==> config.mk <==
export PLATFORM = sky130hd
export DESIGN_NAME = swm_cell
export DESIGN_NICKNAME = d
export VERILOG_FILES = /design/src/hdl/swm_pkg.sv /design/src/hdl/swm_cell.sv
export SDC_FILE = /design/constraint.sdc
export NUM_CORES = 1
export LEC_CHECK = 0
export ABC_AREA = 1
export CAP_MARGIN = 20
export CORE_ASPECT_RATIO = 1.25
export CORE_UTILIZATION = 25
export CTS_BUF_LIST = sky130_fd_sc_hd__clkbuf_8
export DETAILED_ROUTE_END_ITERATION = 7
export DONT_BUFFER_PORTS = 1
export GPL_TIMING_DRIVEN = 1
export SLEW_MARGIN = 20
export SYNTH_ARGS = -nofsm -noshare
export SYNTH_HDL_FRONTEND = slang
export SYNTH_SLANG_ARGS = --single-unit
==> constraint.sdc <==
create_clock -name clk -period 1.8 [get_ports clk]
set_input_delay 0.09 -clock clk [delete_from_list [all_inputs] [get_ports clk]]
set_output_delay 0.09 -clock clk [all_outputs]
set_load 0.01 [all_outputs]
==> src/hdl/swm_pkg.sv <==
`default_nettype none

package swm_pkg;

  // Window size register width is fixed by the register map.
  localparam int CFG_W = 7;

  typedef logic [CFG_W-1:0] cfg_word_t;

  // Per-cell step control, fanned out from the top level.
  typedef struct packed {
    logic step;       // a word is accepted this cycle
    logic restart;    // the accepted word starts a new stream
    logic in_window;  // this cell's index lies below the effective window
    logic head;       // cell 0: always takes the new sample
  } swm_ctrl_t;

endpackage

`default_nettype wire

==> src/hdl/swm_cell.sv <==
`default_nettype none

module swm_cell
  import swm_pkg::*;
#(
  parameter int SAMPLE_BITS = 32
) (
  input  wire logic                          clk,
  input  wire logic                          rst_n,
  input  wire swm_ctrl_t                     ctrl,
  input  wire logic signed [SAMPLE_BITS-1:0] sample,
  input  wire logic                          prev_valid,
  input  wire logic signed [SAMPLE_BITS-1:0] prev_value,
  output logic                               valid_r,
  output logic signed [SAMPLE_BITS-1:0]      value_r,
  output logic                               valid_nxt,
  output logic signed [SAMPLE_BITS-1:0]      value_nxt
);

  logic keep_prev;

  // Cell i holds the max of retained samples aged 0..i; it inherits its
  // left neighbor's running max and folds in the new sample.
  assign keep_prev = prev_valid && !ctrl.restart && (prev_value > sample);
  assign valid_nxt = ctrl.in_window && (ctrl.head || (prev_valid && !ctrl.restart));
  assign value_nxt = keep_prev ? prev_value : sample;

  always_ff @(posedge clk) begin
    if (!rst_n) begin
      valid_r <= 1'b0;
    end else if (ctrl.step) begin
      valid_r <= valid_nxt;
    end
  end

  always_ff @(posedge clk) begin
    if (ctrl.step) begin
      value_r <= value_nxt;
    end
  end

endmodule

`default_nettype wire

=== After elaboration in Yosys (flattened, before gate mapping) ===
Cells that the tools add are included.

* Order comparisons: 1
* Reduce and logical (&&, ||, !) cells: 5
* Muxes and demuxes: 1

{| class="wikitable"
|+ Operators by type and width
! cell !! number
|-
| $gt A32 B32 Y1 || 1
|-
| $mux W32 || 1
|-
| $logic_and A1 B1 Y1 || 3
|-
| $logic_not A1 Y1 || 1
|-
| $logic_or A1 B1 Y1 || 1
|}

* Register bits: 33
* Logic and storage cells: 9
* Bits of input ports: 71
* Output and inout port bits: 66

=== Logic depth before layout (Yosys ltp) ===
Gate-level depths: netlist of the first run.

* Depth in word-level cells: 4
* Mapped depth: 18
* Gate-level depth less buffers: 17

=== Worst setup path before layout of the first run ===
No wires, ideal clock.

* Path kind: input to register
* Start point: input port sample[31]
* End point: register value_r[10] (data pin)
* Setup slack: 0.069 ns
* Stages on the path: 12
* Setup time: 0.278 ns
* Path buffers: 1
* Required time: 1.522 ns
* Arrival: 1.452 ns
* Cells stage by stage: inv_1 -> ha_1 -> a21oi_1 -> o21a_1 -> nand2_1 -> a21oi_2 -> nand2_1 -> nand2_2 -> nand3_4 -> buf_6 -> nand2_1 -> nand2_1

* Longest elaborated chain between the ends: 3

{| class="wikitable"
|+ RTL lines
! item !! RTL line !! text
|-
| from (decl) || swm_cell.sv:11 || <nowiki>input wire logic signed [SAMPLE_BITS-1:0] sample,</nowiki>
|-
| $gt A32 B32 Y1 || swm_cell.sv:24 || <nowiki>assign keep_prev = prev_valid && !ctrl.restart && (prev_value > sample);</nowiki>
|-
| $logic_and A1 B1 Y1 || swm_cell.sv:24 ||
|-
| $mux W32 || swm_cell.sv:26 || <nowiki>assign value_nxt = keep_prev ? prev_value : sample;</nowiki>
|-
| via value_nxt[10] || swm_cell.sv:17 || <nowiki>output logic signed [SAMPLE_BITS-1:0] value_nxt</nowiki>
|-
| to (signal assigned) || swm_cell.sv:38 || <nowiki>value_r <= value_nxt;</nowiki>
|-
| to (decl) || swm_cell.sv:15 || <nowiki>output logic signed [SAMPLE_BITS-1:0] value_r,</nowiki>
|}

The timed path passes the listed nets, and every way through them passes these cells.
A chain may end at the register's enable or synchronous reset.

=== Worst setup path after layout of the first run ===
* Start point: input port sample[29]
* End point: output port value_nxt[7]

* Longest elaborated chain between the ends: 3

{| class="wikitable"
|+ RTL lines
! item !! RTL line
|-
| $gt A32 B32 Y1 || swm_cell.sv:24
|-
| $logic_and A1 B1 Y1 || swm_cell.sv:24
|-
| $mux W32 || swm_cell.sv:26
|-
| to (decl) || swm_cell.sv:17
|}

No other way between the ends.

==> results of run 1 <==
power breakdown:
group	internal (mW)	switching (mW)	total [mW]
logic	0.505	0.483	0.988
clock network	0.346	0.312	0.659
registers	0.943	0.0723	1.02
layer usage:
layer	track usage, %	wire length [um]	vias to the layer above	share of wire (%)
met3	4.61	651	34	7.3
met4	8.49	381	0	4.3
met1	16.5	3020	1157	34
li1	-	-	1142	-
met2	30.1	4870	137	55
met5	0	0	-	0
area by class of cell:
class	instances	share of cell area [%]
multi-input combinational	205	43.8
sequential	33	23.9
timing repair buffer	80	21.4
inverter	43	4.60
tap	123	3.75
clock buffer	7	2.35
clock inverter	1	0.122
per-stage QoR:
| step | instances | power (mW) | util, % |
|---|---|---|---|
| floorplan | 293 | 1.37 | - |
| global placement | 448 | 1.59 | 31.2 |
| detailed placement | 448 | 1.61 | 31.2 |
| CTS | 477 | 2.50 | 38.6 |
| global route | 492 | 2.79 | 44.3 |
| finish | 492 | 2.66 | 44.3 |
cell families after synthesis:
kind of cell    after synthesis
flops                        33
buf+inv                      55
compound gates               23
simple gates                150
fa+ha+maj                    32
layout by cell type, fill, tap and decap left out, types with 6 or more instances in the layout:
master	instances
inv_1	19
nand4_1	34
buf_4	27
ha_4	24
dlygate4sd3_1	12
buf_12	7
a21oi_2	10
edfxtp_1	32
buf_6	31
nand2_2	64
nand2_4	6
inv_2	18
ha_1	7
nand2_1	32
clkbuf_8	7
sequential cells by signal, indices dropped and copies added, names as in the netlist:
register,cells
value_r,32
valid_r,1
cell usage after synthesis:
master,count,share of area (%)
a21boi_2,1,0.46
a21o_1,1,0.31
a21oi_1,14,2.9
a21oi_2,1,0.36
buf_2,6,1.2
buf_6,3,1.4
clkbuf_1,3,0.46
dfxtp_1,1,0.83
edfxtp_1,32,40
ha_1,32,17
inv_1,43,6.7
nand2_1,101,16
nand2_2,1,0.26
nand3_1,1,0.21
nand3_2,1,0.41
nand3_4,1,0.72
nand4_1,34,8.8
nor2_1,10,1.5
nor2_2,1,0.26
o21a_1,2,0.62
o21ai_0,4,0.83
worst reg2reg max path: stages (launching register included):
cell and delay [ns]:
dfxtp_1 0.35, o21ai_0 0.16, a21oi_1 0.05, dlygate4sd3_1 0.56
timing repair:
item                                    4_1_cts  5_1_grt
gates cloned                                  3        1
hold buffers                                 10        3
buffers inserted                              8       13
pin swaps                                    15       60
endpoints found under the hold margin        41        3
endpoints found under the setup margin       32       35
gates resized for setup                      68      125
final timing paths:
check	depth (start not counted)	end	slack, ns	startpoint
worst max-delay path	13	value_nxt[7]	-0.06	sample[29]
worst min-delay path	2	value_r[28]$_DFFE_PP_	0.008	sample[28]
worst max register to register	3	valid_r$_SDFFE_PN0P_	0.58	valid_r$_SDFFE_PN0P_
worst min register to register	3	valid_r$_SDFFE_PN0P_	1.14	valid_r$_SDFFE_PN0P_
==> metrics.cfg, run 1 <==
[die]
core_um2 = 9270
num_io_pins = 137
die_h_um = 112
rows = 39
fp.dieW_um = 90.1
start_util_pct = 26.2
die-area_um2 = 10100

[worst_setup_path]
required_ns = 1.71
path_cells = inv_1 > ha_4 > a21oi_1 > o21a_1 > nand2_2 > a21oi_4 > nand2_1 > nand2_2 > nand3_4 > clkbuf_16 > nand2_1 > nand2_2 > buf_6
cp_top_family = simple AND/OR/NAND/NOR gates
critical_path.slowest_cell = clkbuf_16
path_common_cell = nand2_2
crit_buf_inv = 3
start_kind = input pin
critPathArrivalTime_ns = 1.77
cpPeakStageDelay_ns = 0.23
worst_setup_path_end_kind = primary output
path_class = input pin to primary output
critPathMaxFanout = 8

[clock_network]
cts_sinks = 33
root_buffer = clkbuf_8
clk_latency_ns = 0.30
clk_path_buf_depth = 2
cts_made_buffers = 5
htreeDepth = 2
cts_tree = built
clkTransAtPathRegs_ns = 0.07

[layout]
multi_input_area_um2 = 1800
seq_area_um2 = 981
diodes = 0
fin_nets = 471
area_growth_pct = 69.2
design_area_um2 = 4100
drive_gt1_share_pct = 58.5
final.fill_count = 903

[grt]
grt_pass1_wl_um = 12600
gr-total-overflow = 0
antenna_found_initial = 0
grt_usage_pct = 16.3
grt_pass1_vias = 2455
grt_max_degree = 35

[drt]
drt_wl_total_um = 8930
drc_errors = 0
wl_per_cell_um = 18.1
vias = 2470
via_per_inst = 5.02
drt-pass1-iter-count = 4
ant_nets = 0
first_iter_violations = 113

[synth]
synth-xor-area-share_pct = 0
ys_ff_latch = 33
syn_nets = 396
synthMuxAreaShare_pct = 0
syn-cell-area_um2 = 2420
synth_cell_types = 21
syn_inst = 293
yosysWarnings = 0
synthAdderAreaFrac_pct = 16.5
synth_compound_gate_area_share_pct = 5.47
synth_top_family_by_area = simple AND/OR/NAND/NOR gates
yosys.area_share.simple_pct = 27.8
ys_seq_area_share_pct = 40.5
synth.avg_cell_area_um2 = 8.28

[power_and_ir_drop]
p_leak_nw = 1.77
power.density_nw_per_um2 = 649
ir_worst_vdd_mv = 0.264

[sta]
maxSlewHeadroom_pct = 85.1
hold_violations = 0
tightest_slew_ns = 0.221
period_needed_ns = 1.86
whs_ns = 0.00805
slew_viol_final = 0
fmax_mhz = 537
setup_viol = 13
grt_setup_unrepaired = yes
finalSetupTns_ns = -0.208
period_share_pct = 104
setup_slack_ns = -0.0636
skew_ns = 0

[placement]
gp_congestion = 0.738
io_buffer_count = 0
preCtsSetupSlack_ns = -0.114
hpwl_um = 5350
placed_area_um2 = 2890

[outcome]
violations = setup timing
outcome = complete, but fails checks

[job]
max-cap-violations = 0

[hold_path]
hold_class = input pin to register

No activity file was read; power rests on OpenSTA's default activity.
==> inputs of run 2 (changes only) <==
--- a/config.mk
+++ b/config.mk
@@ -13,6 +13,8 @@
 export DETAILED_ROUTE_END_ITERATION = 7
 export DONT_BUFFER_PORTS = 1
 export GPL_TIMING_DRIVEN = 1
+export PLACE_DENSITY = 0.42
+export SKIP_CTS_REPAIR_TIMING = 1
 export SLEW_MARGIN = 20
 export SYNTH_ARGS = -nofsm -noshare
 export SYNTH_HDL_FRONTEND = slang
==> run 2 against run 1 <==
The run ends with hold timing, setup timing left. Combinational power hardly changed. Clock skew unchanged. Hold slack worse by 0.011 ns. Sequential power barely moved. Wire length decreased by 0.53%. Sequential share of layout area fell by 0.86 points. Global-route usage fell by 2.3 points. Fmax grew 0.90%. Die area unchanged. First-iteration DRC count shrank 49%. Critical path depth up 3. Critical endpoint is now value_nxt[12].
==> metrics.cfg, run 2 (synthesis results as in run 1) <==
[outcome]
outcome = complete, but fails checks  ; unchanged
violations = hold timing, setup timing  ; was setup timing

[drt]
drt-pass1-iter-count = 4  ; unchanged
ant_nets = 0  ; unchanged
first_iter_violations = 58  ; was 113
drc_errors = 0  ; unchanged
vias = 2381  ; was 2470
via_per_inst = 4.84  ; was 5.02
wl_per_cell_um = 18.0  ; was 18.1 um
drt_wl_total_um = 8880  ; was 8930 um

[grt]
grt_use_met2_pct = 24.8  ; was 30.1%
grt_pass1_wl_um = 10900  ; was 12600 um
grt_util_met3_pct = 6.03  ; was 4.61%
use_met1_pct = 14.2  ; was 16.5%
grt_pass1_vias = 2162  ; was 2455
antenna_found_initial = 0  ; unchanged
grt_usage_pct = 13.9  ; was 16.3%
gr-total-overflow = 0  ; unchanged
top_usage_layer = met2  ; unchanged
grt_max_degree = 35  ; unchanged

[worst_setup_path]
r2r_slack_ns = 0.58  ; about the same
start_kind = input pin  ; unchanged
cpPeakStageDelay_ns = 0.23  ; about the same
path_class = input pin to primary output  ; unchanged
critical_path.slowest_cell = ha_4  ; was clkbuf_16
required_ns = 1.71  ; about the same
crit_buf_inv = 3  ; unchanged
reg2regPathDepth = 3  ; unchanged
critPathMaxFanout = 8  ; unchanged
path_depth = 16  ; was 13
critPathArrivalTime_ns = 1.76  ; was 1.77 ns
path_cells = inv_6 > ha_4 > nand2_2 > nand2_2 > nand2_1 > nand2_1 > nand2_1 > nand2_2 > a21oi_4 > nand2_4 > nand2_8 > nand3_4 > clkbuf_16 > nand2_1 > nand2_2 > buf_4  ; was inv_1 > ha_4 > a21oi_1 > o21a_1 > nand2_2 > a21oi_4 > nand2_1 > nand2_2 > nand3_4 > clkbuf_16 > nand2_1 > nand2_2 > buf_6
timing.rr.start = valid_r$_SDFFE_PN0P_  ; unchanged
worst_setup_path_end_kind = primary output  ; unchanged
cp_top_family = simple AND/OR/NAND/NOR gates  ; unchanged
worst_r2r_endpoint = valid_r$_SDFFE_PN0P_  ; unchanged

[die]
rows = 39  ; unchanged
num_io_pins = 137  ; unchanged
core_um2 = 9270  ; unchanged
die-area_um2 = 10100  ; unchanged
die_h_um = 112  ; unchanged
fp.dieW_um = 90.1  ; unchanged
start_util_pct = 26.2  ; unchanged

[layout]
seq_area_um2 = 981  ; unchanged
drive_gt1_share_pct = 59.9  ; was 58.5%
mostFrequentLayoutCells = 51 x nand2_2, 34 x nand4_1, 32 x edfxtp_1, 31 x nand2_1, 28 x buf_6  ; was 64 x nand2_2, 34 x nand4_1, 32 x nand2_1, 32 x edfxtp_1, 31 x buf_6
largest-register = value_r  ; unchanged
final.fill_count = 905  ; was 903
fin_util_pct = 45.9  ; was 44.3%
fin_nets = 471  ; unchanged
area_growth_pct = 75.6  ; was 69.2%
diodes = 0  ; unchanged
largestRegisters = value_r x32, valid_r x1  ; unchanged
multi_input_area_um2 = 1930  ; was 1800 um2
layout_commonest_cell = nand2_2  ; unchanged
largest_reg_flops = 32  ; unchanged

[sta]
fmax_mhz = 541  ; was 537 MHz
period_share_pct = 103  ; was 104%
slew_viol_final = 0  ; unchanged
grt_setup_unrepaired = yes  ; unchanged
hold_violations = 2  ; was 0
period_needed_ns = 1.85  ; was 1.86 ns
maxSlewHeadroom_pct = 84.4  ; was 85.1%
skew_ns = 0  ; unchanged
tightest_slew_ns = 0.231  ; was 0.221 ns
setup_slack_ns = -0.0470  ; was -0.0636 ns
setup_viol = 18  ; was 13
whs_ns = -0.00282  ; was 0.00805 ns
finalSetupTns_ns = -0.357  ; was -0.208 ns

[clock_network]
clk_latency_ns = 0.30  ; about the same
root_buffer = clkbuf_8  ; unchanged
cts_sinks = 33  ; unchanged
clkTransAtPathRegs_ns = 0.07  ; about the same
cts_tree = built  ; unchanged
htreeDepth = 2  ; unchanged
clk_path_buf_depth = 2  ; unchanged
cts_made_buffers = 5  ; unchanged

[power_and_ir_drop]
power.density_nw_per_um2 = 619  ; was 649 nW/um2
p_leak_nw = 1.82  ; was 1.77 nW
ir_worst_vdd_mv = 0.285  ; was 0.264 mV

[hold_path]
hold_end = value_r[26]$_DFFE_PP_  ; was value_r[28]$_DFFE_PP_
hold_class = input pin to register  ; unchanged
holdPathStages = 2  ; unchanged
hp-start = sample[26]  ; was sample[28]

[placement]
gp_congestion = 0.726  ; was 0.738
hpwl_um = 5070  ; was 5350 um
io_buffer_count = 0  ; unchanged
preCtsSetupSlack_ns = -0.0903  ; was -0.114 ns

[job]
max-cap-violations = 0  ; unchanged

[run 2: worst max path at each step]
| stage | start | end | slack (ns) |
|---|---|---|---|
| after detailed placement | sample[13] | value_r[0]$_DFFE_PP_ | -0.09 |
| after global placement | sample[13] | value_r[0]$_DFFE_PP_ | -0.10 |
| after floorplan | sample[31] | value_r[10]$_DFFE_PP_ | 0.07 |
| after CTS | sample[13] | value_nxt[0] | -0.07 |
| final | sample[17] | value_nxt[12] | -0.05 |
| after global routing | prev_value[9] | value_nxt[15] | -0.15 |
[run 2: power by group]
group / internal [mW] / switching, mW
Combinational: 0.525 / 0.492
Sequential: 0.943 / 0.0698
Clock: 0.301 / 0.305
[run 2: layout make-up]
type / count / area share [%]
Clock buffer: 6 / 1.94
Clock inverter: 2 / 0.176
Inverter: 43 / 4.03
Sequential cell: 33 / 23.0
Tap cell: 123 / 3.61
Timing Repair Buffer: 80 / 21.9
Multi-Input combinational cell: 205 / 45.3
[run 2: worst register-to-register path: cells and delay by family, from the launching register on]
family	cells	cell delay [ns]
compound gates	2	0.21
flops	1	0.34
buf+inv	1	0.56
[run 2: through the flow]
stage                     total power, mW  std cells  instance area, um2  hold slack (ns)
after global routing                 2.79        492                4260          -0.0103
final                                2.64        492                4260         -0.00282
after CTS                            2.21        454                2970           -0.130
after detailed placement             1.60        446                2880            0.197
after global placement               1.59        446                2880            0.193
after floorplan                      1.37        293                2420            0.183
[run 2: metal layers]
layer | vias to the layer above | wire [um]
li1 | 1138 | -
met2 | 100 | 4670
met3 | 11 | 660
met4 | 0 | 197
met5 | - | 0
met1 | 1132 | 3350
